`config.mk`:
```
export PLATFORM = sky130hd
export DESIGN_NAME = rpn_stack_calculator
export DESIGN_NICKNAME = d
export VERILOG_FILES = /design/src/sv/rsc_pkg.sv /design/src/sv/rpn_stack_calculator.sv /design/src/sv/rsc_seru.sv /design/src/sv/rsc_dpath.sv /design/src/sv/rsc_ctrl.sv
export VERILOG_INCLUDE_DIRS = /design/src /design/src/sv
export SDC_FILE = /design/constraint.sdc
export NUM_CORES = 2
export LEC_CHECK = 0
export BUFFER_PORTS_ARGS = -buffer_cell sky130_fd_sc_hd__clkbuf_2
export CELL_PAD_IN_SITES_DETAIL_PLACEMENT = 0
export CELL_PAD_IN_SITES_GLOBAL_PLACEMENT = 1
export CORE_MARGIN = 10
export CORE_UTILIZATION = 30
export CTS_CLUSTER_DIAMETER = 30
export DETAILED_ROUTE_END_ITERATION = 7
export PLACE_DENSITY_LB_ADDON = 0.3
export SLEW_MARGIN = 20
export SYNTH_ARGS = -nofsm -noshare
export SYNTH_HDL_FRONTEND = slang
export SYNTH_SLANG_ARGS = --single-unit
```
`constraint.sdc`:
```
create_clock -name i_clk -period 10.4 [get_ports i_clk]
set_input_delay 1.04 -clock i_clk [delete_from_list [all_inputs] [get_ports i_clk]]
set_output_delay 1.04 -clock i_clk [all_outputs]
set_load 0.1 [all_outputs]
```
`src/sv/rpn_stack_calculator_macros.svh`:
```
// Assertion macros shared by the rpn_stack_calculator RTL.
// No dependencies; included by the files that carry assertions.
`ifndef RPN_STACK_CALCULATOR_MACROS_SVH
`define RPN_STACK_CALCULATOR_MACROS_SVH

// Condition that holds on every clock edge outside reset.
`define RSC_ASSERT_ALWAYS(label, clk, rst_n, expr, msg) \
    label: assert property (@(posedge clk) disable iff (!(rst_n)) (expr)) else $error(msg);

// Same-cycle implication.
`define RSC_ASSERT_IMPL(label, clk, rst_n, ante, cons, msg) \
    label: assert property (@(posedge clk) disable iff (!(rst_n)) (ante) |-> (cons)) \
        else $error(msg);

// Next-cycle implication.
`define RSC_ASSERT_NEXT(label, clk, rst_n, ante, cons, msg) \
    label: assert property (@(posedge clk) disable iff (!(rst_n)) (ante) |=> (cons)) \
        else $error(msg);

`endif

```
`src/sv/rsc_pkg.sv`:
```
// Shared types and constants for the RPN stack calculator.
// No dependencies; used by every module of the block.
package rsc_pkg;

    localparam int STACK_DEPTH_DEF = 64;
    localparam int DATA_WIDTH_DEF  = 32;

    // Fixed port field widths
    localparam int MODE_W      = 4;
    localparam int OPERAND_W   = 32;
    localparam int TOP_W       = 32;
    localparam int DEPTH_W     = 7;
    localparam int STATUS_W    = 2;
    localparam int S_TDATA_W   = 32;
    localparam int S_TUSER_W   = 4;
    localparam int M_TDATA_W   = 40;
    localparam int M_TUSER_W   = 2;
    localparam int M_PAD_W     = M_TDATA_W - TOP_W - DEPTH_W;

    typedef enum logic [MODE_W-1:0] {
        OP_PUSH  = 4'd0,
        OP_ADD   = 4'd1,
        OP_SUB   = 4'd2,
        OP_MUL   = 4'd3,
        OP_DIV   = 4'd4,
        OP_DROP  = 4'd5,
        OP_CLEAR = 4'd6,
        OP_SWAP  = 4'd7,
        OP_DUP   = 4'd8,
        OP_PEEK  = 4'd9
    } t_op;

    typedef enum logic [STATUS_W-1:0] {
        ST_OK    = 2'd0,
        ST_UNDER = 2'd1,
        ST_OVER  = 2'd2,
        ST_DIVZ  = 2'd3
    } t_status;

    typedef enum logic [2:0] {
        S_IDLE,
        S_EXEC,
        S_ITER,
        S_WB1,
        S_WB2,
        S_RESP
    } t_state;

    // Controller to datapath
    typedef struct packed {
        logic load_in;
        logic latch_status;
        logic start_ser;
        logic wr_first;
        logic wr_second;
        logic load_out;
    } t_dp_cmd;

    // Datapath to controller
    typedef struct packed {
        logic err;
        logic serial;
        logic two_writes;
        logic ser_last;
        logic out_free;
    } t_dp_stat;

endpackage

```
`src/sv/rpn_stack_calculator.sv`:
```
// RPN stack calculator: one command in, one result out per command.
// Slave stream: tuser = mode (opcode), tdata = operand (used by push only).
// Master stream: tdata = top value, depth; tuser = status (ok, underflow,
// overflow, divide by zero). A failing command leaves the stack untouched.
// Commands are handled one at a time. After the input transfer each command
// is checked; a failing command goes straight to the result. Push, add, sub
// and the stack operations then write back once, swap twice (two writes on the
// single memory write port), and mul and div write back once after the
// bit-serial unit, doing one bit per cycle. A new command is taken in the
// cycle after the result is loaded, not before.
// The result sits in an output register: the next command is accepted and
// worked on while it waits, and only its own result load waits for the
// receiver to take the previous one.
// Reset (synchronous) empties the stack and drops any held result; the stack
// memory itself is not cleared and needs no sweep.
// Depends on rsc_pkg, rsc_ctrl, rsc_dpath.
module rpn_stack_calculator #(
    parameter int STACK_DEPTH = rsc_pkg::STACK_DEPTH_DEF,
    parameter int DATA_WIDTH  = rsc_pkg::DATA_WIDTH_DEF
) (
    input  logic                            i_clk,
    input  logic                            i_rst_n,
    input  logic                            i_s_axis_tvalid,
    output logic                            o_s_axis_tready,
    input  logic [rsc_pkg::S_TDATA_W-1:0]   i_s_axis_tdata,  // [31:0] operand
    input  logic [rsc_pkg::S_TUSER_W-1:0]   i_s_axis_tuser,  // [3:0] mode
    output logic                            o_m_axis_tvalid,
    input  logic                            i_m_axis_tready,
    output logic [rsc_pkg::M_TDATA_W-1:0]   o_m_axis_tdata,  // [31:0] top_value, [38:32] depth
    output logic [rsc_pkg::M_TUSER_W-1:0]   o_m_axis_tuser   // [1:0] status
);

    rsc_pkg::t_dp_cmd             cmd;
    rsc_pkg::t_dp_stat            stat;
    logic [rsc_pkg::TOP_W-1:0]    top_value;
    logic [rsc_pkg::DEPTH_W-1:0]  depth;
    logic [rsc_pkg::STATUS_W-1:0] status;

    rsc_ctrl u_ctrl (
        .i_clk      (i_clk),
        .i_rst_n    (i_rst_n),
        .i_in_valid (i_s_axis_tvalid),
        .o_in_ready (o_s_axis_tready),
        .o_cmd      (cmd),
        .i_stat     (stat)
    );

    rsc_dpath #(
        .STACK_DEPTH (STACK_DEPTH),
        .DATA_WIDTH  (DATA_WIDTH)
    ) u_dpath (
        .i_clk       (i_clk),
        .i_rst_n     (i_rst_n),
        .i_mode      (i_s_axis_tuser[rsc_pkg::MODE_W-1:0]),
        .i_operand   ($signed(i_s_axis_tdata[rsc_pkg::OPERAND_W-1:0])),
        .i_cmd       (cmd),
        .o_stat      (stat),
        .i_m_tready  (i_m_axis_tready),
        .o_m_tvalid  (o_m_axis_tvalid),
        .o_top_value (top_value),
        .o_depth     (depth),
        .o_status    (status)
    );

    assign o_m_axis_tdata = {{rsc_pkg::M_PAD_W{1'b0}}, depth, top_value};
    assign o_m_axis_tuser = status;

endmodule

```
`src/sv/rsc_seru.sv`:
```
// Bit-serial multiply / signed divide unit, one bit per cycle.
// Depends on rsc_pkg for default widths.
module rsc_seru #(
    parameter int DATA_WIDTH = rsc_pkg::DATA_WIDTH_DEF
) (
    input  logic                  i_clk,
    input  logic                  i_rst_n,
    input  logic                  i_start,
    input  logic                  i_div,
    input  logic [DATA_WIDTH-1:0] i_a,
    input  logic [DATA_WIDTH-1:0] i_b,
    output logic [DATA_WIDTH-1:0] o_result,
    output logic                  o_last
);

    localparam int NW = $clog2(DATA_WIDTH + 1);

    logic [NW-1:0]         r_cnt;
    logic                  r_div;
    logic                  r_neg;
    logic [DATA_WIDTH-1:0] r_acc;
    logic [DATA_WIDTH-1:0] r_x;
    logic [DATA_WIDTH-1:0] r_y;

    logic [DATA_WIDTH-1:0] a_mag;
    logic [DATA_WIDTH-1:0] b_mag;
    logic [DATA_WIDTH:0]   rem_sh;
    logic [DATA_WIDTH:0]   diff;

    // magnitude of the most negative value wraps onto itself, read as unsigned
    assign a_mag  = i_a[DATA_WIDTH-1] ? ('0 - i_a) : i_a;
    assign b_mag  = i_b[DATA_WIDTH-1] ? ('0 - i_b) : i_b;
    assign rem_sh = {r_acc, r_x[DATA_WIDTH-1]};
    assign diff   = rem_sh - {1'b0, r_y};

    always_ff @(posedge i_clk) begin
        if (!i_rst_n) begin
            r_cnt <= '0;
        end else if (i_start) begin
            r_cnt <= NW'(DATA_WIDTH);
        end else if (r_cnt != '0) begin
            r_cnt <= r_cnt - 1'b1;
        end
    end

    always_ff @(posedge i_clk) begin
        if (i_start) begin
            r_div <= i_div;
            r_neg <= i_a[DATA_WIDTH-1] ^ i_b[DATA_WIDTH-1];
            r_acc <= '0;
            r_x   <= i_div ? a_mag : i_a;
            r_y   <= i_div ? b_mag : i_b;
        end else if (r_cnt != '0) begin
            if (r_div) begin
                // restoring step: r_acc is the remainder, r_x shifts dividend out, quotient in
                if (!diff[DATA_WIDTH]) begin
                    r_acc <= diff[DATA_WIDTH-1:0];
                    r_x   <= {r_x[DATA_WIDTH-2:0], 1'b1};
                end else begin
                    r_acc <= rem_sh[DATA_WIDTH-1:0];
                    r_x   <= {r_x[DATA_WIDTH-2:0], 1'b0};
                end
            end else begin
                if (r_y[0]) begin
                    r_acc <= r_acc + r_x;
                end
                r_x <= {r_x[DATA_WIDTH-2:0], 1'b0};
                r_y <= {1'b0, r_y[DATA_WIDTH-1:1]};
            end
        end
    end

    assign o_result = r_div ? (r_neg ? ('0 - r_x) : r_x) : r_acc;
    assign o_last   = (r_cnt == NW'(1));

endmodule

```
`src/sv/rsc_dpath.sv`:
```
// Datapath: stack memory, depth counter, operand registers, add/sub and result register.
// Depends on rsc_pkg, rsc_seru and rpn_stack_calculator_macros.svh.
`include "rpn_stack_calculator_macros.svh"

module rsc_dpath #(
    parameter int STACK_DEPTH = rsc_pkg::STACK_DEPTH_DEF,
    parameter int DATA_WIDTH  = rsc_pkg::DATA_WIDTH_DEF
) (
    input  logic                                i_clk,
    input  logic                                i_rst_n,
    input  logic [rsc_pkg::MODE_W-1:0]          i_mode,
    input  logic signed [rsc_pkg::OPERAND_W-1:0] i_operand,
    input  rsc_pkg::t_dp_cmd                    i_cmd,
    output rsc_pkg::t_dp_stat                   o_stat,
    input  logic                                i_m_tready,
    output logic                                o_m_tvalid,
    output logic [rsc_pkg::TOP_W-1:0]           o_top_value,
    output logic [rsc_pkg::DEPTH_W-1:0]         o_depth,
    output logic [rsc_pkg::STATUS_W-1:0]        o_status
);

    localparam int AW = $clog2(STACK_DEPTH);
    localparam int CW = $clog2(STACK_DEPTH + 1);

    logic [DATA_WIDTH-1:0] mem [STACK_DEPTH];

    rsc_pkg::t_op          r_mode;
    logic [DATA_WIDTH-1:0] r_opnd;
    logic [DATA_WIDTH-1:0] r_t;
    logic [DATA_WIDTH-1:0] r_s;
    logic [CW-1:0]         r_count;
    logic [CW-1:0]         n_count;
    rsc_pkg::t_status      r_status;
    rsc_pkg::t_status      chk_status;

    logic                        r_ovalid;
    logic [rsc_pkg::TOP_W-1:0]   r_otop;
    logic [rsc_pkg::DEPTH_W-1:0] r_odepth;
    rsc_pkg::t_status            r_ostatus;

    logic [CW-1:0]         cnt_m1;
    logic [CW-1:0]         cnt_m2;
    logic [AW-1:0]         a_new;
    logic [AW-1:0]         a_top;
    logic [AW-1:0]         a_sec;
    logic [1:0]            need;
    logic                  wr_en;
    logic [AW-1:0]         wr_addr;
    logic [DATA_WIDTH-1:0] wr_data;
    logic [DATA_WIDTH-1:0] ser_res;
    logic                  ser_last;
    logic [DATA_WIDTH-1:0] alu_res;
    logic [DATA_WIDTH-1:0] new_top;
    logic                  out_free;

    assign cnt_m1 = r_count - 1'b1;
    assign cnt_m2 = r_count - CW'(2);
    assign a_new  = r_count[AW-1:0];
    assign a_top  = cnt_m1[AW-1:0];
    assign a_sec  = cnt_m2[AW-1:0];

    // Top and second are fetched at the input transfer; they stay put for the item
    always_ff @(posedge i_clk) begin
        if (i_cmd.load_in) begin
            r_mode <= rsc_pkg::t_op'(i_mode);
            r_opnd <= DATA_WIDTH'(i_operand);
            r_t    <= mem[a_top];
            r_s    <= mem[a_sec];
        end
    end

    always_ff @(posedge i_clk) begin
        if (wr_en) begin
            mem[wr_addr] <= wr_data;
        end
    end

    always_comb begin
        unique case (r_mode) inside
            rsc_pkg::OP_ADD, rsc_pkg::OP_SUB, rsc_pkg::OP_MUL, rsc_pkg::OP_DIV,
            rsc_pkg::OP_SWAP:                                      need = 2'd2;
            rsc_pkg::OP_DROP, rsc_pkg::OP_DUP, rsc_pkg::OP_PEEK:   need = 2'd1;
            default:                                               need = 2'd0;
        endcase
    end

    // underflow wins over overflow and divide by zero
    always_comb begin
        if (r_count < CW'(need)) begin
            chk_status = rsc_pkg::ST_UNDER;
        end else if ((r_mode == rsc_pkg::OP_PUSH || r_mode == rsc_pkg::OP_DUP)
                     && r_count >= CW'(STACK_DEPTH)) begin
            chk_status = rsc_pkg::ST_OVER;
        end else if (r_mode == rsc_pkg::OP_DIV && r_t == '0) begin
            chk_status = rsc_pkg::ST_DIVZ;
        end else begin
            chk_status = rsc_pkg::ST_OK;
        end
    end

    always_ff @(posedge i_clk) begin
        if (i_cmd.latch_status) begin
            r_status <= chk_status;
        end
    end

    rsc_seru #(
        .DATA_WIDTH (DATA_WIDTH)
    ) u_seru (
        .i_clk    (i_clk),
        .i_rst_n  (i_rst_n),
        .i_start  (i_cmd.start_ser),
        .i_div    (r_mode == rsc_pkg::OP_DIV),
        .i_a      (r_s),
        .i_b      (r_t),
        .o_result (ser_res),
        .o_last   (ser_last)
    );

    always_comb begin
        case (r_mode)
            rsc_pkg::OP_ADD: alu_res = r_s + r_t;
            rsc_pkg::OP_SUB: alu_res = r_s - r_t;
            default:         alu_res = ser_res;
        endcase
    end

    always_comb begin
        wr_en   = 1'b0;
        wr_addr = a_new;
        wr_data = r_opnd;
        n_count = r_count;
        if (i_cmd.wr_first) begin
            unique case (r_mode) inside
                rsc_pkg::OP_PUSH: begin
                    wr_en   = 1'b1;
                    n_count = r_count + 1'b1;
                end
                rsc_pkg::OP_ADD, rsc_pkg::OP_SUB, rsc_pkg::OP_MUL, rsc_pkg::OP_DIV: begin
                    wr_en   = 1'b1;
                    wr_addr = a_sec;
                    wr_data = alu_res;
                    n_count = cnt_m1;
                end
                rsc_pkg::OP_DROP:  n_count = cnt_m1;
                rsc_pkg::OP_CLEAR: n_count = '0;
                rsc_pkg::OP_SWAP: begin
                    wr_en   = 1'b1;
                    wr_addr = a_top;
                    wr_data = r_s;
                end
                rsc_pkg::OP_DUP: begin
                    wr_en   = 1'b1;
                    wr_data = r_t;
                    n_count = r_count + 1'b1;
                end
                default: ;
            endcase
        end else if (i_cmd.wr_second) begin
            // second half of a swap
            wr_en   = 1'b1;
            wr_addr = a_sec;
            wr_data = r_t;
        end
    end

    always_ff @(posedge i_clk) begin
        if (!i_rst_n) begin
            r_count <= '0;
        end else begin
            r_count <= n_count;
        end
    end

    // new top, formed after the count has been updated
    always_comb begin
        if (r_count == '0) begin
            new_top = '0;
        end else if (r_status != rsc_pkg::ST_OK) begin
            new_top = r_t;
        end else begin
            case (r_mode)
                rsc_pkg::OP_PUSH: new_top = r_opnd;
                rsc_pkg::OP_ADD,
                rsc_pkg::OP_SUB,
                rsc_pkg::OP_MUL,
                rsc_pkg::OP_DIV:  new_top = alu_res;
                rsc_pkg::OP_DROP,
                rsc_pkg::OP_SWAP: new_top = r_s;
                default:          new_top = r_t;
            endcase
        end
    end

    assign out_free = !r_ovalid || i_m_tready;

    always_ff @(posedge i_clk) begin
        if (!i_rst_n) begin
            r_ovalid <= 1'b0;
        end else if (i_cmd.load_out) begin
            r_ovalid <= 1'b1;
        end else if (i_m_tready) begin
            r_ovalid <= 1'b0;
        end
    end

    always_ff @(posedge i_clk) begin
        if (i_cmd.load_out) begin
            r_otop    <= rsc_pkg::TOP_W'(new_top);
            r_odepth  <= rsc_pkg::DEPTH_W'(r_count);
            r_ostatus <= r_status;
        end
    end

    assign o_m_tvalid  = r_ovalid;
    assign o_top_value = r_otop;
    assign o_depth     = r_odepth;
    assign o_status    = r_ostatus;

    assign o_stat.err        = (chk_status != rsc_pkg::ST_OK);
    assign o_stat.serial     = (r_mode == rsc_pkg::OP_MUL) || (r_mode == rsc_pkg::OP_DIV);
    assign o_stat.two_writes = (r_mode == rsc_pkg::OP_SWAP);
    assign o_stat.ser_last   = ser_last;
    assign o_stat.out_free   = out_free;

    `RSC_ASSERT_ALWAYS(a_count_bound, i_clk, i_rst_n, r_count <= CW'(STACK_DEPTH), "stack count beyond depth")
    `RSC_ASSERT_IMPL(a_no_write_on_error, i_clk, i_rst_n, i_cmd.wr_first || i_cmd.wr_second, r_status == rsc_pkg::ST_OK, "stack written on failing item")
    `RSC_ASSERT_NEXT(a_push_grows, i_clk, i_rst_n, i_cmd.wr_first && r_mode == rsc_pkg::OP_PUSH, r_count == $past(r_count) + 1'b1, "push did not grow stack")
    `RSC_ASSERT_IMPL(a_load_when_free, i_clk, i_rst_n, i_cmd.load_out, !r_ovalid || i_m_tready, "result overwritten while held")

endmodule

```
`src/sv/rsc_ctrl.sv`:
```
// Controller state machine sequencing fetch, check, serial op, write-back and result.
// Depends on rsc_pkg.
module rsc_ctrl (
    input  logic              i_clk,
    input  logic              i_rst_n,
    input  logic              i_in_valid,
    output logic              o_in_ready,
    output rsc_pkg::t_dp_cmd  o_cmd,
    input  rsc_pkg::t_dp_stat i_stat
);

    rsc_pkg::t_state r_state;
    rsc_pkg::t_state n_state;

    always_ff @(posedge i_clk) begin
        if (!i_rst_n) begin
            r_state <= rsc_pkg::S_IDLE;
        end else begin
            r_state <= n_state;
        end
    end

    always_comb begin
        n_state    = r_state;
        o_in_ready = 1'b0;
        o_cmd      = '0;
        unique case (r_state)
            rsc_pkg::S_IDLE: begin
                o_in_ready    = 1'b1;
                o_cmd.load_in = i_in_valid;
                if (i_in_valid) begin
                    n_state = rsc_pkg::S_EXEC;
                end
            end
            rsc_pkg::S_EXEC: begin
                o_cmd.latch_status = 1'b1;
                if (i_stat.err) begin
                    n_state = rsc_pkg::S_RESP;
                end else if (i_stat.serial) begin
                    o_cmd.start_ser = 1'b1;
                    n_state         = rsc_pkg::S_ITER;
                end else begin
                    n_state = rsc_pkg::S_WB1;
                end
            end
            rsc_pkg::S_ITER: begin
                if (i_stat.ser_last) begin
                    n_state = rsc_pkg::S_WB1;
                end
            end
            rsc_pkg::S_WB1: begin
                o_cmd.wr_first = 1'b1;
                n_state = i_stat.two_writes ? rsc_pkg::S_WB2 : rsc_pkg::S_RESP;
            end
            rsc_pkg::S_WB2: begin
                o_cmd.wr_second = 1'b1;
                n_state         = rsc_pkg::S_RESP;
            end
            rsc_pkg::S_RESP: begin
                if (i_stat.out_free) begin
                    o_cmd.load_out = 1'b1;
                    n_state        = rsc_pkg::S_IDLE;
                end
            end
            default: n_state = rsc_pkg::S_IDLE;
        endcase
    end

endmodule
```
Word-level counts from Yosys, hierarchy flattened
Memories as Yosys holds them, arrays and structs flattened. A register that Yosys moved wholly into a read port is not among the register bits.
Index checks and enable logic that the tools add are counted.
W data, S select, Z words.

word-level totals
  RAM bits = 2048
  input port bits = 40
  memories = 1
  register bits after elaboration = 194

operators by class
  reductions and logical operators = 29
  add/subtract/negate cells = 11
  equality and inequality tests = 19
  bitwise gates (word level) = 2
  order comparisons = 2
  mux-type cells = 55

memory list
  memory       depth  bits a word  read ports  clocked after Yosys merged registers in  write ports  line             source
  u_dpath.mem  64     32           2           2                                        1            rsc_dpath.sv:25  logic [DATA_WIDTH-1:0] mem [STACK_DEPTH];

operators by type and width
  operator                 number
  $mux W32                 17
  $pmux W32 S3             2
  $sub A1 B32 Y32 const A  3
  $add A32 B32 Y32         2
  $pmux W32 S2             1
  $sub A33 B32 Y33         1
  $logic_not A32 Y1        1
  $sub A32 B32 Y32         1
  $mux W6                  4
  $pmux W7 S3              1
  $mux W1                  19
  $pmux W3 S6              1
  $eq A4 B3 Y1 const B     4
  $mux W3                  4
  $pmux W6 S2              1
  $reduce_bool A2 Y1       5
  $reduce_or A5 Y1         2
  $eq A4 B2 Y1 const B     2
  $eq A4 B4 Y1 const B     2
  $mux W2                  4
  $add A7 B1 Y7 const B    1
  $ge A7 B7 Y1 const B     1
  $logic_not A7 Y1         1
  $lt A7 B2 Y1             1
  other kinds (26)         37

Longest topological paths before layout
  depth after elaboration = 10
  depth in mapped cells = 21
  mapped depth without buffers = 20

Modules after synthesis
A second synthesis with hierarchy kept.

unflattened totals
  cell total of the unflattened synthesis = 6265
  area total of the unflattened synthesis = 114419.7 sq um

modules (own cells, without submodules)
  module                sequential area each (sq um)  area an instance (sq um)  cells each  instances
  rsc_dpath             65953.3                       103940.9                  4928        1
  rsc_seru              2742.6                        10179.8                   1299        1
  rsc_ctrl              60.1                          287.8                     36          1
  rpn_stack_calculator  0.0                           11.3                      2           1

Least setup slack after synthesis
No wires, ideal clock.

  kind = reg-to-reg
  from = reg u_dpath.r_mode[0]
  to = mem u_dpath.mem[0][24] (netlist name) (data pin)
  stages on the path, launching flop included = 18
  slack = 3.039 ns
  arrival = 6.659 ns
  setup time = 0.702 ns
  required time = 9.698 ns
  cells stage by stage = edfxtp_1 clkbuf_1 clkbuf_1 nor4_1 clkbuf_1 nor2_1 xnor2_1 ha_1 nor2b_1 o31a_1 o21ba_2 o21ai_0 a31oi_1 a41oi_1 mux2i_1 o21ai_0 a21oi_1 o21ai_0

on the way
  longest elaborated chain between the ends = 4

RTL lines
  element                                                  line                                source
  start: declaration                                       rsc_dpath.sv:27                     rsc_pkg::t_op r_mode;
  start signal: assignment                                 rsc_dpath.sv:65                     r_mode <= rsc_pkg::t_op'(i_mode);
  $eq A4 B2 Y1 (tied with other cells)                     rsc_dpath.sv:121                    case (r_mode)
  $pmux W32 S2 / $reduce_or A4 Y1 (equally long branches)  rsc_dpath.sv:121, rsc_dpath.sv:134
  $pmux W32 S3 *                                           rsc_dpath.sv:134                    unique case (r_mode) inside
  $mux W32 *                                               rsc_dpath.sv:133                    if (i_cmd.wr_first) begin
  named net u_dpath.wr_data[24]                            rsc_dpath.sv:49                     logic [DATA_WIDTH-1:0] wr_data;
  end: declaration                                         rsc_dpath.sv:25

Mark *: on every way through the listed nets, which the timed path passes. The rest lies on a longest branch.

Worst setup path after layout
  from = reg u_dpath.r_t[2] (read register of u_dpath.mem)
  to = mem u_dpath.mem[7][26] (netlist name) (data pin)

on the way
  longest elaborated chain between the ends = 4

RTL lines
  element                                                      line                                source
  start: declaration                                           rsc_dpath.sv:29                     logic [DATA_WIDTH-1:0] r_t;
  $sub A32 B32 Y32 / $add A32 B32 Y32 (equally long branches)  rsc_dpath.sv:123, rsc_dpath.sv:122
  $pmux W32 S2 *                                               rsc_dpath.sv:121
  $pmux W32 S3 *                                               rsc_dpath.sv:134
  $mux W32 *                                                   rsc_dpath.sv:133
  named net u_dpath.wr_data[26]                                rsc_dpath.sv:49

Marks and branches as above.

==> impl_metrics.ini <==
[outcome]
status = finished, final reports clean

[grt]
grt_pass1_wl_um = 564000
grt_overflow = 0
grt_max_degree = 153
antenna_found_initial = 29
grt_use_total_pct = 19.3
grt_pass1_vias = 70200

[logic_synthesis]
synth_cells = 6167
ys_seq_elements = 2306
synthesis.area_um2 = 113000
synth.avg_cell_area_um2 = 18.4
synthFlopType = edfxtp_1
syn-num-nets = 6316
synthArstFlopShare_pct = 0
synth_warnings = 0
synth_edf_count = 2257
ys_seq_area_share_pct = 60.6
synth.distinct_cells = 88

[worst_setup_path]
crit_buf_inv = 1
crit_chain = or3_4, nor3b_2, nand2_1, or3_1, or3_1, nor3_1, a21oi_1, xnor2_1, ha_1, nand3_1, nor2_1, o211ai_1, a21oi_1, nor3_1, a31oi_1, o21ai_0, a2bb2oi_4, buf_4
arrival_ns = 7.09
rr_worst_depth = 18
r2r_slack_ns = 3.99
rr_startpoint = u_dpath.r_t[2]
cp-start-kind = flop
critPathCaptureType = flop
required_ns = 11.08
critPathKind = reg -> reg
r2r_end = u_dpath.mem[7][26]
cpPeakStageDelay_ns = 0.71
cp_top_family = simple AND/OR/NAND/NOR gates
slowest_stage = nor3_1
crit_fanout = 64

[cells_and_area]
fin_cells = 12000
fillers = 34500
layout_common_cells = 2257 x edfxtp_1, 1335 x mux4_2, 542 x clkbuf_16
final_util_pct = 37.2
final_cell_area_um2 = 140000
layout_commonest_cell = edfxtp_1
drive_above_1_share_pct = 37.6
area_delta_synth_final_pct = 23.2
fin_nets = 6695

[routing]
drt_iter0_markers = 8405
detail_route.first_pass.iterations = 8
wl_um = 405000
avgRoutedWirePerCell_um = 33.8
drc = 0
num_vias = 69700
ant_nets = 0
vias_per_cell = 5.81

[die]
die_h_um = 635
core_um2 = 376000
rows = 225
die_area_um2 = 403000
die_x_um = 635
start_util_pct = 30.2
pin_count = 84

[clock_tree]
cts_setup_buffers = 0
numCtsBuffers = 541
clk_latency_ns = 1.02
post_cts_resized = 0
cts_max_level = 6
root_buffer = clkbuf_16
cts_tree = built
clock-sinks = 2306
hold_buffers = 0
clk_pin_slew_ns = 0.04
cts_buffer_depth = 4

[power]
p_leak_nw = 43.3
total_power_mw = 36.9
ir_drop_uv = 216
power_density_nw_per_um2 = 264

[placement]
place_ws_ns = 3.87
dp_hpwl_um = 245000
dpl-instance-area_um2 = 121000
place.gp.congestion = 0.865
post-place-cells = 11000
portBuffers = 82

[timing]
rsz0062_at_grt = no
setup_violations = 0
fin_crit_sh_pct = 61.7
tightest_slew_ns = 1.16
tns_ns = 0
hold_viol_final = 0
post-route-min-period_ns = 6.41
finalClockSkew_ns = 0.0868
maxSlewHeadroom_pct = 22.0
final_max_slew_viol_count = 0
fmax_ghz = 0.156
fin_ws_ns = 3.99
hold-worst-slack_ns = 0.206

[hold_path]
hold_class = in -> reg
holdCritStartpoint = i_s_axis_tdata[30]
min_to = u_dpath.r_opnd[30]
hold_depth = 1

[flow_run]
cap_viol_max_count = 0
metal layers:
metal / vias up / track usage, % / share of wire (%)
li1: 27300 / - / -
met1: 37800 / 25.7 / 40
met2: 3767 / 31.4 / 48
met3: 740 / 4.06 / 8.6
met4: 12 / 6.96 / 3.7
met5: - / 0 / 0.019
kinds of logic after synthesis:
kind of cell,count (synthesis),share of synthesized area [%]
XOR/XNOR,210,1.63
AND/OR/NAND/NOR,808,3.28
other,1,0.00331
buffers and inverters,529,1.78
adder cells (fa/ha/maj),109,1.22
AO/OA/AOI/OAI,841,4.73
multiplexers,1363,26.8
flip-flops,2306,60.6
flip-flops by register name, indices dropped and copies added, names as in the netlist, 2 cells and up:
| signal | flops |
|---|---|
| u_dpath.mem | 2048 |
| u_dpath.o_top_value | 32 |
| u_dpath.r_opnd | 32 |
| u_dpath.r_s | 32 |
| u_dpath.r_t | 32 |
| u_dpath.u_seru.r_acc | 32 |
| u_dpath.u_seru.r_x | 32 |
| u_dpath.u_seru.r_y | 32 |
| u_dpath.o_depth | 7 |
| u_dpath.r_count | 7 |
| u_dpath.u_seru.r_cnt | 6 |
| u_dpath.r_mode | 4 |
| u_ctrl.r_state | 3 |
| u_dpath.o_status | 2 |
| u_dpath.r_status | 2 |
cell usage after synthesis, types with 7 or more instances:
cell	n	area, µm²
a211o_1	7	61.3
a211oi_1	58	435
a21o_1	38	285
a21oi_1	213	1070
a221oi_1	39	342
a22oi_1	28	210
a31oi_1	32	200
and2_1	14	87.6
and3_1	17	106
and4_1	8	70.1
buf_1	126	473
buf_2	11	55.1
clkbuf_1	314	1180
dfxtp_1	49	981
edfxtp_1	2257	67800
ha_1	106	1330
inv_1	74	278
mux2_2	8	90.1
mux2i_1	20	200
mux4_2	1335	30100
nand2_1	252	946
nand2b_1	30	188
nand3_1	32	160
nand4_1	14	87.6
nor2_1	285	1070
nor2b_1	27	169
nor3_1	47	235
nor4_1	15	93.8
o211a_1	7	70.1
o211ai_1	29	218
o21a_1	27	203
o21ai_0	228	1140
o221ai_1	15	131
o22ai_1	13	81.3
o31ai_1	25	188
o41ai_1	12	105
or2_2	11	68.8
or3_1	23	144
or4_1	11	82.6
xnor2_1	103	902
xor2_1	106	928
where the power goes:
| part | total (mW) | switching [mW] | internal [mW] |
|---|---|---|---|
| combinational | 7.53 | 4.85 | 2.69 |
| sequential | 12.0 | 0.556 | 11.5 |
| clock | 17.3 | 5.75 | 11.6 |
| total | 36.9 | 11.2 | 25.7 |
final cells by class:
| cell class | instances | area (µm²) | area share [%] |
|---|---|---|---|
| clock inverters | 367 | 4940 | 3.54 |
| clock buffers | 617 | 13900 | 9.92 |
| flip-flops and latches | 2306 | 68800 | 49.2 |
| diodes | 4 | 10.0 | 0.00716 |
| multi-input cells | 3332 | 43600 | 31.2 |
| repair buffers | 290 | 2080 | 1.49 |
| well taps | 4994 | 6250 | 4.47 |
| inverters | 75 | 282 | 0.201 |
how the worst max path moves through the flow:
stage	from	to	depth (start not counted)	slack, ns
global placement	u_dpath.r_t[2]	u_dpath.mem[12][21]	20	3.71
global route	u_dpath.r_t[2]	u_dpath.mem[7][28]	20	3.69
finish	u_dpath.r_t[2]	u_dpath.mem[7][26]	18	3.99
floorplan	u_dpath.r_mode[0]	u_dpath.mem[0][24]	17	3.04
detailed placement	u_dpath.r_t[2]	u_dpath.mem[2][21]	20	3.87
CTS	u_dpath.r_t[2]	u_dpath.mem[12][21]	20	3.83
Note: power is estimated with default switching activity, not from simulation.
